<file path="src/hdl/dlss_ram.sv">
// Generic single-write, single-read RAM with registered read data.
// No dependencies.
module dlss_ram #(
	parameter int W = 32,
	parameter int D = 64
) (
	input  logic                 clk,
	input  logic                 we,
	input  logic [$clog2(D)-1:0] waddr,
	input  logic [W-1:0]         wdata,
	input  logic [$clog2(D)-1:0] raddr,
	output logic [W-1:0]         rdata
);

	logic [W-1:0] mem [D];

	always_ff @(posedge clk) begin
		if (we) begin
			mem[waddr] <= wdata;
		end
		rdata <= mem[raddr];
	end

endmodule

</file>
<file path="config.mk">
export PLATFORM = sky130hd
export DESIGN_NAME = dlss_ram
export DESIGN_NICKNAME = d
export VERILOG_FILES = /design/src/hdl/dlss_ram.sv
export SDC_FILE = /design/constraint.sdc
export NUM_CORES = 2
export LEC_CHECK = 0
export ABC_AREA = 1
export BUFFER_PORTS_ARGS = -buffer_cell sky130_fd_sc_hd__buf_2
export CAP_MARGIN = 25
export CORE_MARGIN = 3
export CORE_UTILIZATION = 25
export CTS_BUF_LIST = sky130_fd_sc_hd__clkbuf_4
export DETAILED_ROUTE_END_ITERATION = 7
export GPL_TIMING_DRIVEN = 1
export PLACE_DENSITY_LB_ADDON = 0.25
export SYNTH_ARGS = -nofsm -noshare
export SYNTH_HDL_FRONTEND = slang
export SYNTH_SLANG_ARGS = --single-unit
export TNS_END_PERCENT = 50
</file>
<file path="constraint.sdc">
create_clock -name clk -period 4.71 [get_ports clk]
set_input_delay 0.942 -clock clk [delete_from_list [all_inputs] [get_ports clk]]
set_output_delay 0.942 -clock clk [all_outputs]
set_load 0.02 [all_outputs]
</file>
Word-level counts from Yosys, hierarchy flattened
Memories as Yosys holds them, arrays and structs flattened. A register that Yosys moved wholly into a read port is not among the register bits. Cells that the tools add are included.

Memories: 1. Output and inout bits: 32. Word-level logic and storage cells: 3. Bits in writable memories: 2048. Bits in registers: 0.

Muxes and demuxes: 2.

Memory list: mem (words 64, bits a word 32, rd ports 1, clocked after Yosys merged registers in 1, wr ports 1, line 15) `logic [W-1:0] mem [D];`.

Operator list (number): $mux W1 (2).

Logic depth before layout (Yosys ltp)
Word-level depth: 2. Mapped depth: 13. Mapped depth without buffers: 9.

Worst setup path before layout
OpenSTA, ideal clock, no wires.

Path kind: input port to flip-flop. From: input port we. To: memory mem[48][0], enable pin. Arrival time: 4570 ps. Library setup time: 502 ps. Data required time: 4208 ps. Path slack: -362 ps. Path buffers: 1. Cell stages on the path: 3. Path through: clkbuf_1 > nand4_1 > nor4_1.

Cells in the longest elaborated chain, start to end: 2.

Ends and longest elaborated chain: from (decl) (line 8) `input logic we,`; $mux W1 (line 18) `if (we) begin`; $mux W1 (implied by the code) (line 19) `mem[waddr] <= wdata;`; to (decl) (line 15).

No other way between the ends.

Final worst setup path
From: register rdata[20], read port of mem. To: output port rdata[20].

RTL lines: from (decl) (line 12) `output logic [W-1:0] rdata`.

No word-level cell between the ends.

==> summary.md <==
| Metric | Value |
|---|---|
| Final period util | 0.7228 |
| Share of cells above drive strength 1 | 0.1676 |
| Die height | 581.3 um |
| Yosys cell types | 16 |
| Crit end category | output port |
| Fill count | 33700 |
| Share of the synthesized area in the top cell type | 0.7433 |
| Final Max Tran Viols | 0 |
| Pwr/cell area | 406.7 nW/um^2 |
| Leakage power | 33.96 nW |
| P&R area growth vs syn | 16.70% |
| First-pass GRT wire length | 397700 um |
| I/O pin cnt | 78 |
| Routed vias | 56050 |
| Max-Cap Viols | 0 |
| Final instance area | 96550 sq um |
| CTS tree | done |
| EDFF count, synth | 2048 |
| Synth Area per Inst | 12.22 sq um |
| Initial Util | 0.2519 |
| Register area share after synthesis | 0.7510 |
| I/O Buffers | 77 |
| Critical Path Fanout Max | 1 |
| CP Launch Type | register |
| Dominant synthesized flop cell | edfxtp_1 |
| Total track usage | 0.1603 |
| Final hold violations | 0 |
| Share of async-settable or async-resettable flops after synthesis | 0 |
| Maximum VDD drop | 157.3 uV |
| Power consumption | 0.03926 W |
| Post-CTS sizing | 0 |
| Largest net degree at the start of global routing | 143 |
| Row count | 210 |
| Final core utilization | 0.2940 |
| Hold Path Class | primary input to register |
| Clk Latency, worst-skew pair | 1.37 ns |
| Largest cells by area after synthesis | edfxtp_1 (74%), nand3_1 (12%), nand2_1 (10%) |
| Outcome | complete, no violations |
| DRC | 0 |
| Slew headroom | 0.3409 |
| Synth cell count leaders | nand2_1 (2248), edfxtp_1 (2048), nand3_1 (1907) |
| Worst EP required | 3.77 ns |
| HPWL Detailed | 146300 um |
| Mapped cell area | 82740 sq um |
| Die area | 337900 sq um |
| CTS clock-pin slew for the worst setup and hold paths | 0.07 ns |
| Placed cell areas | 89180 sq um |
| Final clock skew | 0.07363 ns |
| CTS sink count | 2080 |
| Worst-case clock buffer depth | 4 |
| Post-DRT Antenna Nets | 0 |
| Synth area leader | edfxtp_1 |
| Worst slew pin tran | 0.9886 ns |
| Postcts setup bufs | 0 |
| CP max stage cell | dfxtp_1 |
| Setup TNS | 0 ns |
| Area taken by multi-input logic gates | 18770 sq um |
| Core area | 328400 sq um |
| GPL Wtd Cong | 0.7746 |
| CP Buf/Inv Count | 1 |
| Cell with the most instances after synthesis | nand2_1 |
| Min Tclk post-route | 3.404 ns |
| Crit path kind | register to output port |
| Via-to-Cell Ratio | 4.674 |
| Worst path max stage delay | 0.77 ns |
| Register area | 62140 sq um |
| TritonCTS buffer count | 582 |
| Post-Syn Instances | 6769 |
| FF+latch count, synth | 2080 |
| Global route overflow | 0 |
| RSZ-0062 raised after global routing | no |
| Crit-path cells | buf_2 |
| Count of TritonRoute iterations in the first routing pass | 6 |
| Drt initial violations | 5153 |
| Peak Freq | 293.7 MHz |
| Crit path DAT | 2.46 ns |
| H-tree depth | 6 |
| Final setup vio count | 0 |
| Yosys warns | 0 |
| Root Driver | clkbuf_4 |
| Die W | 581.3 um |
| Layout Nets | 7268 |
| Net count after synthesis | 6815 |
| Critical path's top delay family | flip-flops |
| Initial antenna violation count | 23 |
| Number of global-route vias before repair | 55160 |
| Routed wire per std cell | 23.20 um |
| Final WL | 278200 um |
-- repair_timing --
action / in CTS / in global routing
hold endpoints to repair: 212 / 10
hold buffers: 13 / 1
setup endpoints to repair: 0 / 0
-- registers in the layout, summed over array words and instances (netlist names) --
signal  count
mem      2048
rdata      32
-- area by class of cell --
| cell class | instances | share of cell area |
|---|---|---|
| Sequential cell | 2080 | 0.6436 |
| Antenna cell | 13 | 0.0003369 |
| Timing Repair Buffer | 318 | 0.03013 |
| Tap cell | 4346 | 0.05632 |
| Inverter | 12 | 0.0008682 |
| Multi-Input combinational cell | 4228 | 0.1944 |
| Clock inverter | 120 | 0.006479 |
| Clock buffer | 873 | 0.06788 |
-- stage by stage --
| step | std cells | worst slack [ns] | hold slack [ns] |
|---|---|---|---|
| floorplan | 6769 | -0.3620 | 0.7214 |
| global placement | 10970 | 0.9912 | 0.7799 |
| detailed placement | 10970 | 1.020 | 0.7739 |
| CTS | 11980 | 1.024 | 0.006009 |
| global route | 11990 | 1.138 | 0.04456 |
| finish | 11990 | 1.306 | 0.1885 |
-- where the power goes --
part	leakage, nW	total [W]	switching, W	internal, W
Clock	4.34	0.0162	0.00745	0.00874
Combinational	10.9	0.00248	0.00189	0.000596
Sequential	18.7	0.0206	0.000106	0.0205
-- per-layer routing --
metal  share of wire  vias to the layer above  track usage
met4           0.021                       16      0.04632
met2            0.49                     1947       0.2679
met3           0.060                      384      0.03051
met5         0.00036                        -            0
li1                -                    25490            -
met1            0.43                    28210       0.2109
-- cells by family after synthesis --
kind of cell,Yosys count,share of synthesized area
AND/OR/NAND/NOR,4228,0.2212
flip-flops,2080,0.7510
buffers and inverters,461,0.02779
-- final timing paths --
check              start     endpoint  slack [ns]  cells after the start
min reg2reg  mem[58][25]    rdata[25]        0.78                      8
max            rdata[20]    rdata[20]        1.31                      1
min            wdata[26]  mem[36][26]        0.19                      1
max reg2reg  mem[31][28]    rdata[28]        2.99                      8
-- cell usage in the layout (no fill, tap or decap), drive strengths merged --
cell type and instances:
buf 304, dfxtp 32, dlygate4sd3 14, nor2 56, diode 13, nand4 9, clkbuf 873, nand3 1907
inv 28, bufinv 6, nor4 8, edfxtp 2048, nand2 2248, clkinvlp 2, clkinv 96
Note: power is estimated with default switching activity, not from simulation.
