**src/hdl/dlss_pkg.sv**
```systemverilog
// Shared types and constants for the dual list sort/stat engine.
// No dependencies.
package dlss_pkg;

	localparam int VAL_W      = 32;
	localparam int CNT_OUT_W  = 7;
	localparam int SUM_W      = 38;
	localparam int DVD_W      = SUM_W + 8;
	localparam int MEAN_W     = 40;
	localparam int STAT_W     = 3;

	localparam logic [2:0] REQ_APPEND = 3'd0;
	localparam logic [2:0] REQ_REMOVE = 3'd1;
	localparam logic [2:0] REQ_SHOW   = 3'd2;
	localparam logic [2:0] REQ_COUNT  = 3'd3;
	localparam logic [2:0] REQ_MEAN   = 3'd4;

	localparam logic [1:0] ORD_ASC    = 2'd0;
	localparam logic [1:0] ORD_DESC   = 2'd1;
	localparam logic [1:0] ORD_INSERT = 2'd2;

	localparam logic [STAT_W-1:0] STAT_ADDED   = 3'd0;
	localparam logic [STAT_W-1:0] STAT_FULL    = 3'd1;
	localparam logic [STAT_W-1:0] STAT_REMOVED = 3'd2;
	localparam logic [STAT_W-1:0] STAT_NOTF    = 3'd3;
	localparam logic [STAT_W-1:0] STAT_ELEM    = 3'd4;
	localparam logic [STAT_W-1:0] STAT_EMPTY   = 3'd5;
	localparam logic [STAT_W-1:0] STAT_COUNT   = 3'd6;
	localparam logic [STAT_W-1:0] STAT_MEAN    = 3'd7;

	typedef enum logic [3:0] {
		S_IDLE, S_SCAN, S_SHIFT, S_CPY, S_SORT, S_STAIL,
		S_ORD, S_OLD, S_OWAIT, S_SUM, S_DIV, S_RESP
	} state_t;

endpackage

```
**src/hdl/dlss_div.sv**
```systemverilog
// Restoring signed-by-unsigned divider, one quotient bit per cycle.
// Depends on dlss_pkg.
module dlss_div #(
	parameter int DV_W = 7
) (
	input  logic                              clk,
	input  logic                              arst_n,
	input  logic                              start,
	input  logic signed [dlss_pkg::DVD_W-1:0] dividend,
	input  logic [DV_W-1:0]                   divisor,
	output logic                              done,
	output logic signed [dlss_pkg::MEAN_W-1:0] quotient
);

	localparam int DW = dlss_pkg::DVD_W;
	localparam int SW = $clog2(DW);

	logic          busy_q, done_q, neg_q;
	logic [SW-1:0] step_q;
	logic [DW-1:0] mag_q, q_full;
	logic [DV_W-1:0] rem_q, dvs_q, rem_n;
	logic [DV_W:0] trial;
	logic          ge;

	assign trial = {rem_q, mag_q[DW-1]};
	assign ge    = trial >= {1'b0, dvs_q};
	assign rem_n = ge ? DV_W'(trial - {1'b0, dvs_q}) : trial[DV_W-1:0];

	always_ff @(posedge clk or negedge arst_n) begin
		if (!arst_n) begin
			busy_q <= 1'b0;
			done_q <= 1'b0;
		end else begin
			done_q <= busy_q && (step_q == '0);
			if (start) begin
				busy_q <= 1'b1;
			end else if (busy_q && (step_q == '0)) begin
				busy_q <= 1'b0;
			end
		end
	end

	always_ff @(posedge clk) begin
		if (start) begin
			neg_q  <= dividend[DW-1];
			mag_q  <= dividend[DW-1] ? DW'(-dividend) : DW'(dividend);
			rem_q  <= '0;
			dvs_q  <= divisor;
			step_q <= SW'(DW - 1);
		end else if (busy_q) begin
			mag_q  <= {mag_q[DW-2:0], ge};
			rem_q  <= rem_n;
			step_q <= step_q - 1'b1;
		end
	end

	assign q_full   = neg_q ? DW'(-mag_q) : mag_q;
	assign quotient = q_full[dlss_pkg::MEAN_W-1:0];
	assign done     = done_q;

endmodule

```
**config.mk**
```make
export PLATFORM = sky130hd
export DESIGN_NAME = dlss_div
export DESIGN_NICKNAME = d
export VERILOG_FILES = /design/src/hdl/dlss_pkg.sv /design/src/hdl/dlss_div.sv
export SDC_FILE = /design/constraint.sdc
export NUM_CORES = 1
export LEC_CHECK = 0
export CELL_PAD_IN_SITES_DETAIL_PLACEMENT = 0
export CELL_PAD_IN_SITES_GLOBAL_PLACEMENT = 2
export CORE_ASPECT_RATIO = 0.75
export CORE_MARGIN = 5
export CORE_UTILIZATION = 35
export DETAILED_ROUTE_END_ITERATION = 12
export DONT_BUFFER_PORTS = 1
export PLACE_DENSITY_LB_ADDON = 0.1
export REMOVE_ABC_BUFFERS = 1
export SETUP_SLACK_MARGIN = 0.5
export SYNTH_ARGS = -nofsm -noshare
export SYNTH_HDL_FRONTEND = slang
export SYNTH_SLANG_ARGS = --single-unit
export TNS_END_PERCENT = 30
```
**constraint.sdc**
```tcl
create_clock -name clk -period 2.7 [get_ports clk]
set_input_delay 0.405 -clock clk [delete_from_list [all_inputs] [get_ports clk]]
set_output_delay 0.405 -clock clk [all_outputs]
set_load 0.005 [all_outputs]
```
After elaboration in Yosys (flattened, before gate mapping)
Index checks and enable logic that the tools add are counted.

storage, ports and cells
  input bits = 56
  output and inout port bits = 41
  register bits = 69

cells by class
  order comparisons = 1
  reductions and logical operators = 4
  muxes and demuxes = 7
  add/sub/neg operators = 4

operator list
  cell                   count
  $mux W46               3
  $neg A46 Y46           1
  $mux W40               1
  $neg A40 Y40           1
  $ge A8 B7 Y1           1
  $mux W7                1
  $sub A7 B7 Y7          1
  $logic_not A6 Y1       1
  $sub A6 B1 Y6 const B  1
  $reduce_bool A2 Y1     2
  $mux W1                2
  $logic_and A1 B1 Y1    1

Longest topological paths before layout
Gate-level depths: netlist of run 1.

  depth after elaboration = 4
  mapped depth = 9
  depth with buffers taken out = 8

Least setup slack after synthesis of run 1
No wires, ideal clock.

  path kind = register to output
  start = reg mag_q[28]
  end = out quotient[39] (netlist name)
  data arrival time = 2.316 ns
  slack = -0.021 ns
  data required time = 2.295 ns
  stages on the path, launching flop included = 7
  buffers on the path = 1
  cell sequence = edfxtp_1 or4_1 or3_1 clkbuf_1 or4_1 o31ai_1 xnor2_1

on the way
  word-level cells in the longest chain between the ends = 2

ends and longest elaborated chain
  element                 RTL line        source
  start, declared         dlss_div.sv:20  logic [DW-1:0] mag_q, q_full;
  start signal, assigned  dlss_div.sv:46  mag_q <= dividend[DW-1] ? DW'(-dividend) : DW'(dividend);
  start signal, assigned  dlss_div.sv:51  mag_q <= {mag_q[DW-2:0], ge};
  $neg A40 Y40            dlss_div.sv:57  assign q_full = neg_q ? DW'(-mag_q) : mag_q;
  $mux W40                dlss_div.sv:57
  end, declared           dlss_div.sv:12  output logic signed [dlss_pkg::MEAN_W-1:0] quotient

No other way between the ends.

Worst setup path in the final report of run 1
  start = reg mag_q[26]
  end = out quotient[35] (netlist name)

The elaborated chain is that of the path after synthesis.

==> impl_metrics.py, run 1 <==
metrics = {
    "synthesis": {
        "synth_mux_area_frac": 0.009739,
        "synth_area_leaders": "edfxtp_1, xnor2_1, dfxtp_1",
        "ys_async_sr_fraction": 0.02899,
        "synth_top_family_by_area": "simple AND/OR/NAND/NOR gates",
        "ys_ff_latch": 69,
        "synth-seq-area-share": 0.3759,
        "synth_xor_area_frac": 0.1210,
        "synth_top_area_cell": "edfxtp_1",
        "yosys_warnings": 0,
        "yosys.area_share.simple": 0.2396,
        "synth_edf_count": 54,
        "syn_inst": 587,
        "syn-cell-area_um2": 5139,
        "synth_ff_type": "edfxtp_1",
        "syn_area_per_cell_um2": 8.754,
        "synth_fa_ha_area_frac": 0.03068,
        "synth_top_area_frac": 0.3156,
        "synth_compound_area_frac": 0.1816,
        "synth_cell_types": 49,
    },
    "die": {
        "core_area_um2": 14450,
        "fp-row-count": 38,
        "dieArea_um2": 17230,
        "die_w_um": 149.9,
        "dieHeight_um": 114.9,
        "io_pins": 97,
        "initial_utilization": 0.3555,
    },
    "setup_path": {
        "arrival_ps": 2500,
        "cp_slowest_cell": "or4_4",
        "start_kind": "flop",
        "cp.required_ps": 2300,
        "crit_fanout": 4,
        "critPathCaptureType": "primary output",
        "crit_type": "flop to primary output",
        "crit_top_cell": "or4_4",
        "cpPeakStageDelay_ps": 550,
        "path_buf_inv": 1,
        "critical_path.top_delay_family": "simple AND/OR/NAND/NOR gates",
        "crit_chain": "or4_4 > or3_4 > buf_6 > or4_4 > o21ai_4 > xnor2_2",
    },
    "status": {
        "status": "finished, violations left",
        "violations": "setup timing",
    },
    "routing": {
        "dr_wl_met3_um": 1114,
        "dr.pass1.iters": 5,
        "drc": 0,
        "vias": 4661,
        "drtIter0Drc": 317,
        "routed_wl_um": 16140,
        "route.met2.wl_um": 7096,
        "ant_nets": 0,
        "vias_per_cell": 5.657,
        "topRoutingLayerUsed": "met4",
        "avgRoutedWirePerCell_um": 19.59,
        "routedLengthMet1_um": 7784,
    },
    "timing": {
        "skew_ps": 4.722,
        "worst_pin_slew_ps": 830.9,
        "fmax_mhz": 343.8,
        "min_period_ps": 2909,
        "rsz0062_at_grt": "true",
        "finalHoldViolations": 0,
        "drv_slew": 0,
        "finalSetupViolCount": 6,
        "maxSlewHeadroom": 0.4455,
        "finalWorstSetupSlack_ps": -209.0,
        "period_share": 1.077,
    },
    "cells_and_area": {
        "area_delta_synth_final_pct": 26.17,
        "seqCellArea_um2": 1932,
        "final_core_util": 0.4486,
        "multiInputGateArea_um2": 3436,
        "diodes": 0,
        "layout_common_cells": "nor2_1, edfxtp_1, buf_4",
        "fill_cells": 1464,
        "drive_above_1_share": 0.1955,
        "final_common_cell": "nor2_1",
        "nets": 687,
    },
    "cts": {
        "clock_latency_ps": 340,
        "cts_buffers": 9,
        "root_buffer": "clkbuf_16",
        "cts.sinks": 69,
        "clockBufferDepth": 2,
        "htreeDepth": 3,
        "tritoncts": "yes",
        "clk_pin_slew_worst_paths_ps": 60,
    },
    "global_route": {
        "grt_use_total": 0.1888,
        "grt_overflow": 0,
        "grt_pass1_wl_um": 25320,
        "grt_max_degree": 119,
        "antenna_found_initial": 0,
        "grt_pass1_vias": 4515,
    },
    "hold_path": {
        "hp-class": "input pin to flop",
    },
    "pwr": {
        "p_per_area_nw_per_um2": 576.9,
        "p_sw_mw": 1.166,
        "pwr-share-clk": 0.347,
        "combPwrFrac": 0.261,
        "swShare": 0.3119,
        "finalPower_mw": 3.740,
        "peakVddDrop_mv": 0.2995,
        "internal_power_mw": 2.574,
        "seq_power_share": 0.392,
        "power_leakage_nw": 2.288,
    },
    "placed_design": {
        "gp_congestion": 0.7895,
        "portBuffers": 0,
        "dpl.hpwl_um": 11390,
    },
    "flow_run": {
        "max-cap-violations": 0,
    },
}
==> power by group through the flow <==
| stage | Sequential (mW) | Clock (mW) | Combinational, mW |
|---|---|---|---|
| after floorplan | 1.44 | 0 | 0.624 |
| after global routing | 1.48 | 1.39 | 1.09 |
| after CTS | 1.46 | 1.35 | 0.944 |
| final | 1.46 | 1.30 | 0.978 |
| after detailed placement | 1.46 | 0 | 0.876 |
| after global placement | 1.46 | 0 | 0.869 |
==> area by class of cell <==
class	instances	area share
Timing Repair Buffer	55	0.07140
Clock buffer	11	0.04072
Tap cell	200	0.03860
Inverter	21	0.01216
Clock inverter	5	0.009263
Sequential cell	69	0.2980
Multi-Input combinational cell	463	0.5299
==> stage by stage <==
stage / setup TNS (ps) / worst slack (ps) / cell area [µm²] / instances / hold slack (ps)
5_1_grt: -1701 / -279.3 / 6484 / 824 / 133.3
3_3_place_gp: -15.82 / -15.82 / 5573 / 792 / 109.5
4_1_cts: -823.2 / -213.8 / 6262 / 815 / 136.7
2_1_floorplan: 0 / 26.39 / 5005 / 553 / 109.4
6_report: -581.2 / -209.0 / 6484 / 824 / 157.5
3_5_place_dp: -29.89 / -29.89 / 5573 / 792 / 109.5
==> what timing repair did <==
item / in CTS / in global routing
pin swaps: 18 / 17
hold buffers: 1 / 0
setup buffers: 6 / 9
resized for setup: 60 / 21
endpoints found under the hold margin: 2 / 0
setup endpoints to repair: 39 / 50
==> flip-flops by register name, indices dropped and copies added (netlist names) <==
signal and cells:
done 1, neg_q 1, dvs_q 7, rem_q 7
busy_q 1, step_q 6, mag_q 46
==> metal layers <==
layer  vias to the layer above  track usage
met5                         -            0
met4                         0      0.05180
met3                        10      0.05477
met1                      2263       0.2636
li1                       2266            -
met2                       122       0.2870
==> synth_stat cells (6+ instances only) <==
cell,instances
a21oi_1,35
or3_1,18
o31ai_1,20
nand2b_1,7
inv_1,21
nand3_1,18
nand2_1,46
o41ai_1,17
a31oi_1,9
dfxtp_1,13
clkbuf_1,24
xnor2_1,43
nor2_1,56
buf_1,7
nor2b_1,15
nor4_1,21
o21ai_0,29
xor2_1,28
ha_1,11
nand4_1,10
edfxtp_1,54
or4_1,12
nor3_1,11
nand4b_1,6
==> worst paths after layout <==
kind,start,slack (ps),to,cells past startpoint
setup / recovery,mag_q[26],-210,quotient[35],6
hold / removal,divisor[0],160,dvs_q[0],0
setup reg to reg,dvs_q[0],390,rem_q[1],7
hold reg to reg,rem_q[6],450,rem_q[6],1
max in group asynchronous,arst_n,2290,done,1
min in group asynchronous,arst_n,290,busy_q,1
==> cell families after synthesis <==
family / Yosys count
AND/OR/NAND/NOR: 235
AO/OA/AOI/OAI: 140
XOR/XNOR: 71
flip-flops: 69
buffers and inverters: 55
adder cells (fa/ha/maj): 12
multiplexers: 5
==> worst reg2reg max path: cells and delay by family, from the launching register on <==
| family | cells | cell delay [ps] |
|---|---|---|
| adder cells (fa/ha/maj) | 2 | 620 |
| AND/OR/NAND/NOR | 2 | 450 |
| flip-flops | 1 | 380 |
| AO/OA/AOI/OAI | 3 | 720 |
No activity file was read; power rests on OpenSTA's default activity.
==> run 2: changes to the inputs <==
==> constraint.sdc (replaced) <==
create_clock -name clk -period 2.7 [get_ports clk]
set_input_delay 0.27 -clock clk [delete_from_list [all_inputs] [get_ports clk]]
set_output_delay 0.27 -clock clk [all_outputs]
set_load 0.005 [all_outputs]
==> impl_metrics.py, run 2 (synthesis gave the netlist of run 1 again) <==
metrics = {
    "cts": {
        "clockBufferDepth": 2,
        "clock_latency_ps": 340,
        "clk_pin_slew_worst_paths_ps": 60,
        "htreeDepth": 3,
        "cts_buffers": 9,
        "root_buffer": "clkbuf_16",
        "tritoncts": "yes",
        "cts.sinks": 69,
    },
    "global_route": {
        "grt_pass1_vias": 4338,
        "grt_max_degree": 119,
        "grt_pass1_wl_um": 24750,
        "antenna_found_initial": 0,
        "grt_use_total": 0.1863,
        "grt_overflow": 0,
    },
    "cells_and_area": {
        "final_common_cell": "nor2_1",
        "top_register": "mag_q",
        "layout_common_cells": "nor2_1, edfxtp_1, buf_4",
        "nets": 700,
        "area_delta_synth_final_pct": 28.71,
        "drive_above_1_share": 0.2088,
        "fill_cells": 1401,
        "reg_top3": "mag_q (46), dvs_q (7), rem_q (7)",
        "diodes": 0,
        "final_core_util": 0.4576,
        "largest_reg_flops": 46,
    },
    "pwr": {
        "p_sw_mw": 1.163,
        "p_per_area_nw_per_um2": 568.6,
        "internal_power_mw": 2.598,
        "power_leakage_nw": 2.336,
        "seq_power_share": 0.391,
        "combPwrFrac": 0.273,
        "finalPower_mw": 3.760,
        "pwr-share-clk": 0.336,
        "peakVddDrop_mv": 0.2979,
        "swShare": 0.3092,
    },
    "timing": {
        "rsz0062_at_grt": "true",
        "fmax_mhz": 360.5,
        "finalHoldViolations": 0,
        "finalSetupViolCount": 3,
        "worst_pin_slew_ps": 979.3,
        "finalWorstSetupSlack_ps": -74.13,
        "maxSlewHeadroom": 0.3471,
        "min_period_ps": 2774,
        "period_share": 1.027,
        "drv_slew": 0,
        "skew_ps": 2.246,
    },
    "routing": {
        "vias": 4673,
        "routed_wl_um": 16340,
        "drtIter0Drc": 295,
        "avgRoutedWirePerCell_um": 19.52,
        "vias_per_cell": 5.583,
        "drc": 0,
        "ant_nets": 0,
        "dr.pass1.iters": 5,
    },
    "flow_run": {
        "max-cap-violations": 0,
    },
    "hold_path": {
        "hp-class": "input pin to flop",
    },
    "status": {
        "violations": "setup timing",
        "status": "finished, violations left",
    },
    "die": {
        "die_w_um": 149.9,
        "fp-row-count": 38,
        "dieArea_um2": 17230,
        "dieHeight_um": 114.9,
        "core_area_um2": 14450,
        "initial_utilization": 0.3555,
        "io_pins": 97,
    },
    "setup_path": {
        "critPathCaptureType": "primary output",
        "cpPeakStageDelay_ps": 550,
        "cp_slowest_cell": "or4_4",
        "cp.required_ps": 2430,
        "arrival_ps": 2500,
        "start_kind": "flop",
        "crit_top_cell": "or4_4",
        "crit_fanout": 2,
        "crit_type": "flop to primary output",
        "crit_chain": "or4_4 > or3_4 > or4_4 > o31ai_4 > xnor2_2",
    },
    "placed_design": {
        "dp_slack_ps": 100.3,
        "portBuffers": 0,
        "gp_congestion": 0.7808,
        "dpl.hpwl_um": 11420,
    },
}
[run 2: cell types whose count changed in the layout (fill, tap and decap cells not counted), sizes merged]
cell / before / now
inv: 24 / 21
clkbuf: 11 / 13
bufinv: 1 / 0
clkinv: 1 / 3
buf: 54 / 60
dlygate4sd3: 1 / 8
[run 2: worst max-delay path, delay by kind of cell, from the launching register on]
family                    cells  cell delay, ps
and+or+nand+nor               3            1370
DFF                           1             390
AOI/OAI and AO/OA             1             240
xor gates and xnor gates      1             170
[run 2: through the flow]
step,hold WS [ps],cell area [µm²],instances,setup TNS [ps]
after floorplan,-25.59,5005,553,0
after detailed placement,-25.55,5485,782,0
final,42.42,6614,837,-134.4
after global routing,13.49,6614,837,-735.7
after global placement,-25.52,5485,782,0
after CTS,1.113,6186,809,-253.5
[run 2: layer usage]
| metal | part of all wire | track usage | vias to the layer above |
|---|---|---|---|
| met1 | 0.47 | 0.2572 | 2236 |
| met2 | 0.46 | 0.2846 | 115 |
| li1 | - | - | 2314 |
| met5 | 0 | 0 | - |
| met3 | 0.068 | 0.06383 | 8 |
| met4 | 0.0062 | 0.04022 | 0 |
[run 2: final cells by class]
cell class | count | area, µm² | share of cell area
multi-input combinational | 463 | 3435 | 0.5193
sequential | 69 | 1932 | 0.2921
timing repair buffer | 68 | 594.3 | 0.08986
clock buffer | 13 | 304.0 | 0.04597
tap | 200 | 250.2 | 0.03784
inverter | 21 | 78.83 | 0.01192
clock inverter | 3 | 20.02 | 0.003027
[run 2: worst paths after layout]
kind | cells past startpoint | from | slack [ps] | end
min reg2reg | 1 | rem_q[6] | 460 | rem_q[6]
max reg2reg | 7 | dvs_q[0] | 510 | rem_q[0]
min in group asynchronous | 1 | arst_n | 160 | busy_q
max | 5 | mag_q[29] | -70 | quotient[39]
min | 0 | dividend[45] | 40 | neg_q
max in group asynchronous | 1 | arst_n | 2420 | done
[run 2: power by group through the flow]
stage	combinational [mW]	sequential [mW]	clock, mW
global placement	0.825	1.48	0
finish	1.03	1.47	1.26
detailed placement	0.832	1.48	0
floorplan	0.624	1.44	0
global route	1.14	1.49	1.34
CTS	0.934	1.47	1.30
[run 2: repair_timing]
item	4_1_cts	5_1_grt
endpoints found under the setup margin	34	38
gates cloned	0	0
pin swaps	29	15
hold endpoints to repair	2	7
hold buffers	1	7
buffers inserted	10	21
gates resized for setup	62	28
==> run 3: changes to the inputs <==
- MAX_ROUTING_LAYER: not set -> met4
==> impl_metrics.py, run 3 (synthesis gave the netlist of run 1 again) <==
metrics = {
    "placed_design": {
        "dp_slack_ps": 100.3,
        "portBuffers": 0,
        "place_area_um2": 5485,
        "gp_congestion": 0.7915,
        "dpl.hpwl_um": 11420,
    },
    "cells_and_area": {
        "drive_above_1_share": 0.2198,
        "nets": 700,
        "diodes": 0,
        "multiInputGateArea_um2": 3492,
        "final_common_cell": "nor2_1",
        "top_register": "mag_q",
        "final_area_um2": 6675,
        "reg_top3": "mag_q (46), dvs_q (7), rem_q (7)",
        "largest_reg_flops": 46,
        "layout_common_cells": "nor2_1, edfxtp_1, buf_4",
        "area_delta_synth_final_pct": 29.90,
        "seqCellArea_um2": 1932,
        "fill_cells": 1394,
        "final_core_util": 0.4618,
    },
    "setup_path": {
        "cp.required_ps": 2430,
        "r2r_cells": 8,
        "critPathCaptureType": "primary output",
        "cp_slowest_cell": "or4_4",
        "reg2reg_slack_ps": 570,
        "cpPeakStageDelay_ps": 550,
        "crit_fanout": 2,
        "critical_path.top_delay_family": "simple AND/OR/NAND/NOR gates",
        "crit_type": "flop to primary output",
        "crit_chain": "or4_4 > or3_4 > or4_4 > o31ai_4 > xnor2_2",
        "worstReg2RegEnd": "rem_q[2]",
        "path_buf_inv": 0,
        "reg2reg_from": "mag_q[45]",
        "crit_top_cell": "or4_4",
        "arrival_ps": 2510,
        "start_kind": "flop",
    },
    "die": {
        "fp-row-count": 38,
        "initial_utilization": 0.3555,
        "dieArea_um2": 17230,
        "io_pins": 97,
        "dieHeight_um": 114.9,
        "core_area_um2": 14450,
        "die_w_um": 149.9,
    },
    "cts": {
        "clock_latency_ps": 340,
        "htreeDepth": 3,
        "clockBufferDepth": 2,
        "clk_pin_slew_worst_paths_ps": 60,
        "tritoncts": "yes",
        "cts.sinks": 69,
        "cts_buffers": 9,
        "root_buffer": "clkbuf_16",
    },
    "pwr": {
        "power_leakage_nw": 2.358,
        "peakVddDrop_mv": 0.2990,
        "finalPower_mw": 3.791,
        "p_per_area_nw_per_um2": 567.9,
    },
    "hold_path": {
        "worstHoldStart": "dividend[45]",
        "min_to": "neg_q",
        "hold_depth": 0,
        "hp-class": "input pin to flop",
    },
    "global_route": {
        "grt_pass1_wl_um": 24730,
        "grt_max_degree": 119,
        "grt_pass1_vias": 4329,
        "grt_overflow": 0,
        "antenna_found_initial": 0,
        "grt_use_total": 0.1921,
    },
    "routing": {
        "vias": 4654,
        "routed_wl_um": 16340,
        "dr.pass1.iters": 4,
        "drc": 0,
        "ant_nets": 0,
        "drtIter0Drc": 277,
        "vias_per_cell": 5.560,
        "avgRoutedWirePerCell_um": 19.52,
    },
    "timing": {
        "fmax_mhz": 359.8,
        "finalHoldViolations": 0,
        "period_share": 1.029,
        "finalSetupViolCount": 3,
        "finalWorstSetupSlack_ps": -79.51,
        "drv_slew": 0,
        "skew_ps": 3.644,
        "maxSlewHeadroom": 0.2336,
        "holdWs_ps": 37.99,
        "min_period_ps": 2780,
        "rsz0062_at_grt": "true",
        "worst_pin_slew_ps": 1150,
    },
    "status": {
        "violations": "setup timing",
        "status": "finished, violations left",
    },
    "flow_run": {
        "max-cap-violations": 0,
    },
}
==> run 3: cell counts in the layout (fill, tap and decap cells not counted) <==
Identical to the previous run, type by type.
==> run 3: layout make-up <==
cell class | instances | share of cell area
multi-input cells | 463 | 0.5231
flip-flops and latches | 69 | 0.2894
repair buffers | 68 | 0.08960
clock buffers | 13 | 0.04555
well taps | 200 | 0.03749
inverters | 21 | 0.01181
clock inverters | 3 | 0.002999
==> run 3: routing by layer <==
layer / share of wire / up-vias / track usage / routed length [µm]
met4: 0.0075 / 0 / 0.04022 / 123
met2: 0.45 / 104 / 0.2852 / 7407
met5: 0 / - / - / 0
li1: - / 2307 / - / -
met3: 0.067 / 10 / 0.05910 / 1089
met1: 0.47 / 2233 / 0.2597 / 7715
==> run 3: where the power goes <==
part | switching, mW | internal, mW
Clock | 0.476 | 0.791
Sequential | 0.166 | 1.31
Combinational | 0.540 | 0.510
Total | 1.18 | 2.61
==> run 3: timing repair <==
| action | 4_1_cts | 5_1_grt |
|---|---|---|
| hold buffers | 1 | 7 |
| pin swaps | 29 | 35 |
| buffers inserted | 10 | 21 |
| setup endpoints to repair | 34 | 38 |
| endpoints found under the hold margin | 2 | 7 |
| gates resized for setup | 62 | 41 |
==> run 3: metrics by stage <==
| step | TNS [ps] | std cells |
|---|---|---|
| after floorplan | 0 | 553 |
| after global placement | 0 | 782 |
| after detailed placement | 0 | 782 |
| after CTS | -253.5 | 809 |
| after global routing | -755.7 | 837 |
| final | -139.6 | 837 |
==> run 3: worst max path at each step <==
stage	from	slack, ps	end	cells after the start
floorplan	mag_q[28]	160	quotient[39]	5
global placement	mag_q[22]	110	quotient[28]	6
detailed placement	mag_q[29]	100	quotient[39]	5
CTS	mag_q[29]	-110	quotient[39]	5
global route	mag_q[29]	-170	quotient[39]	5
finish	mag_q[29]	-80	quotient[39]	5
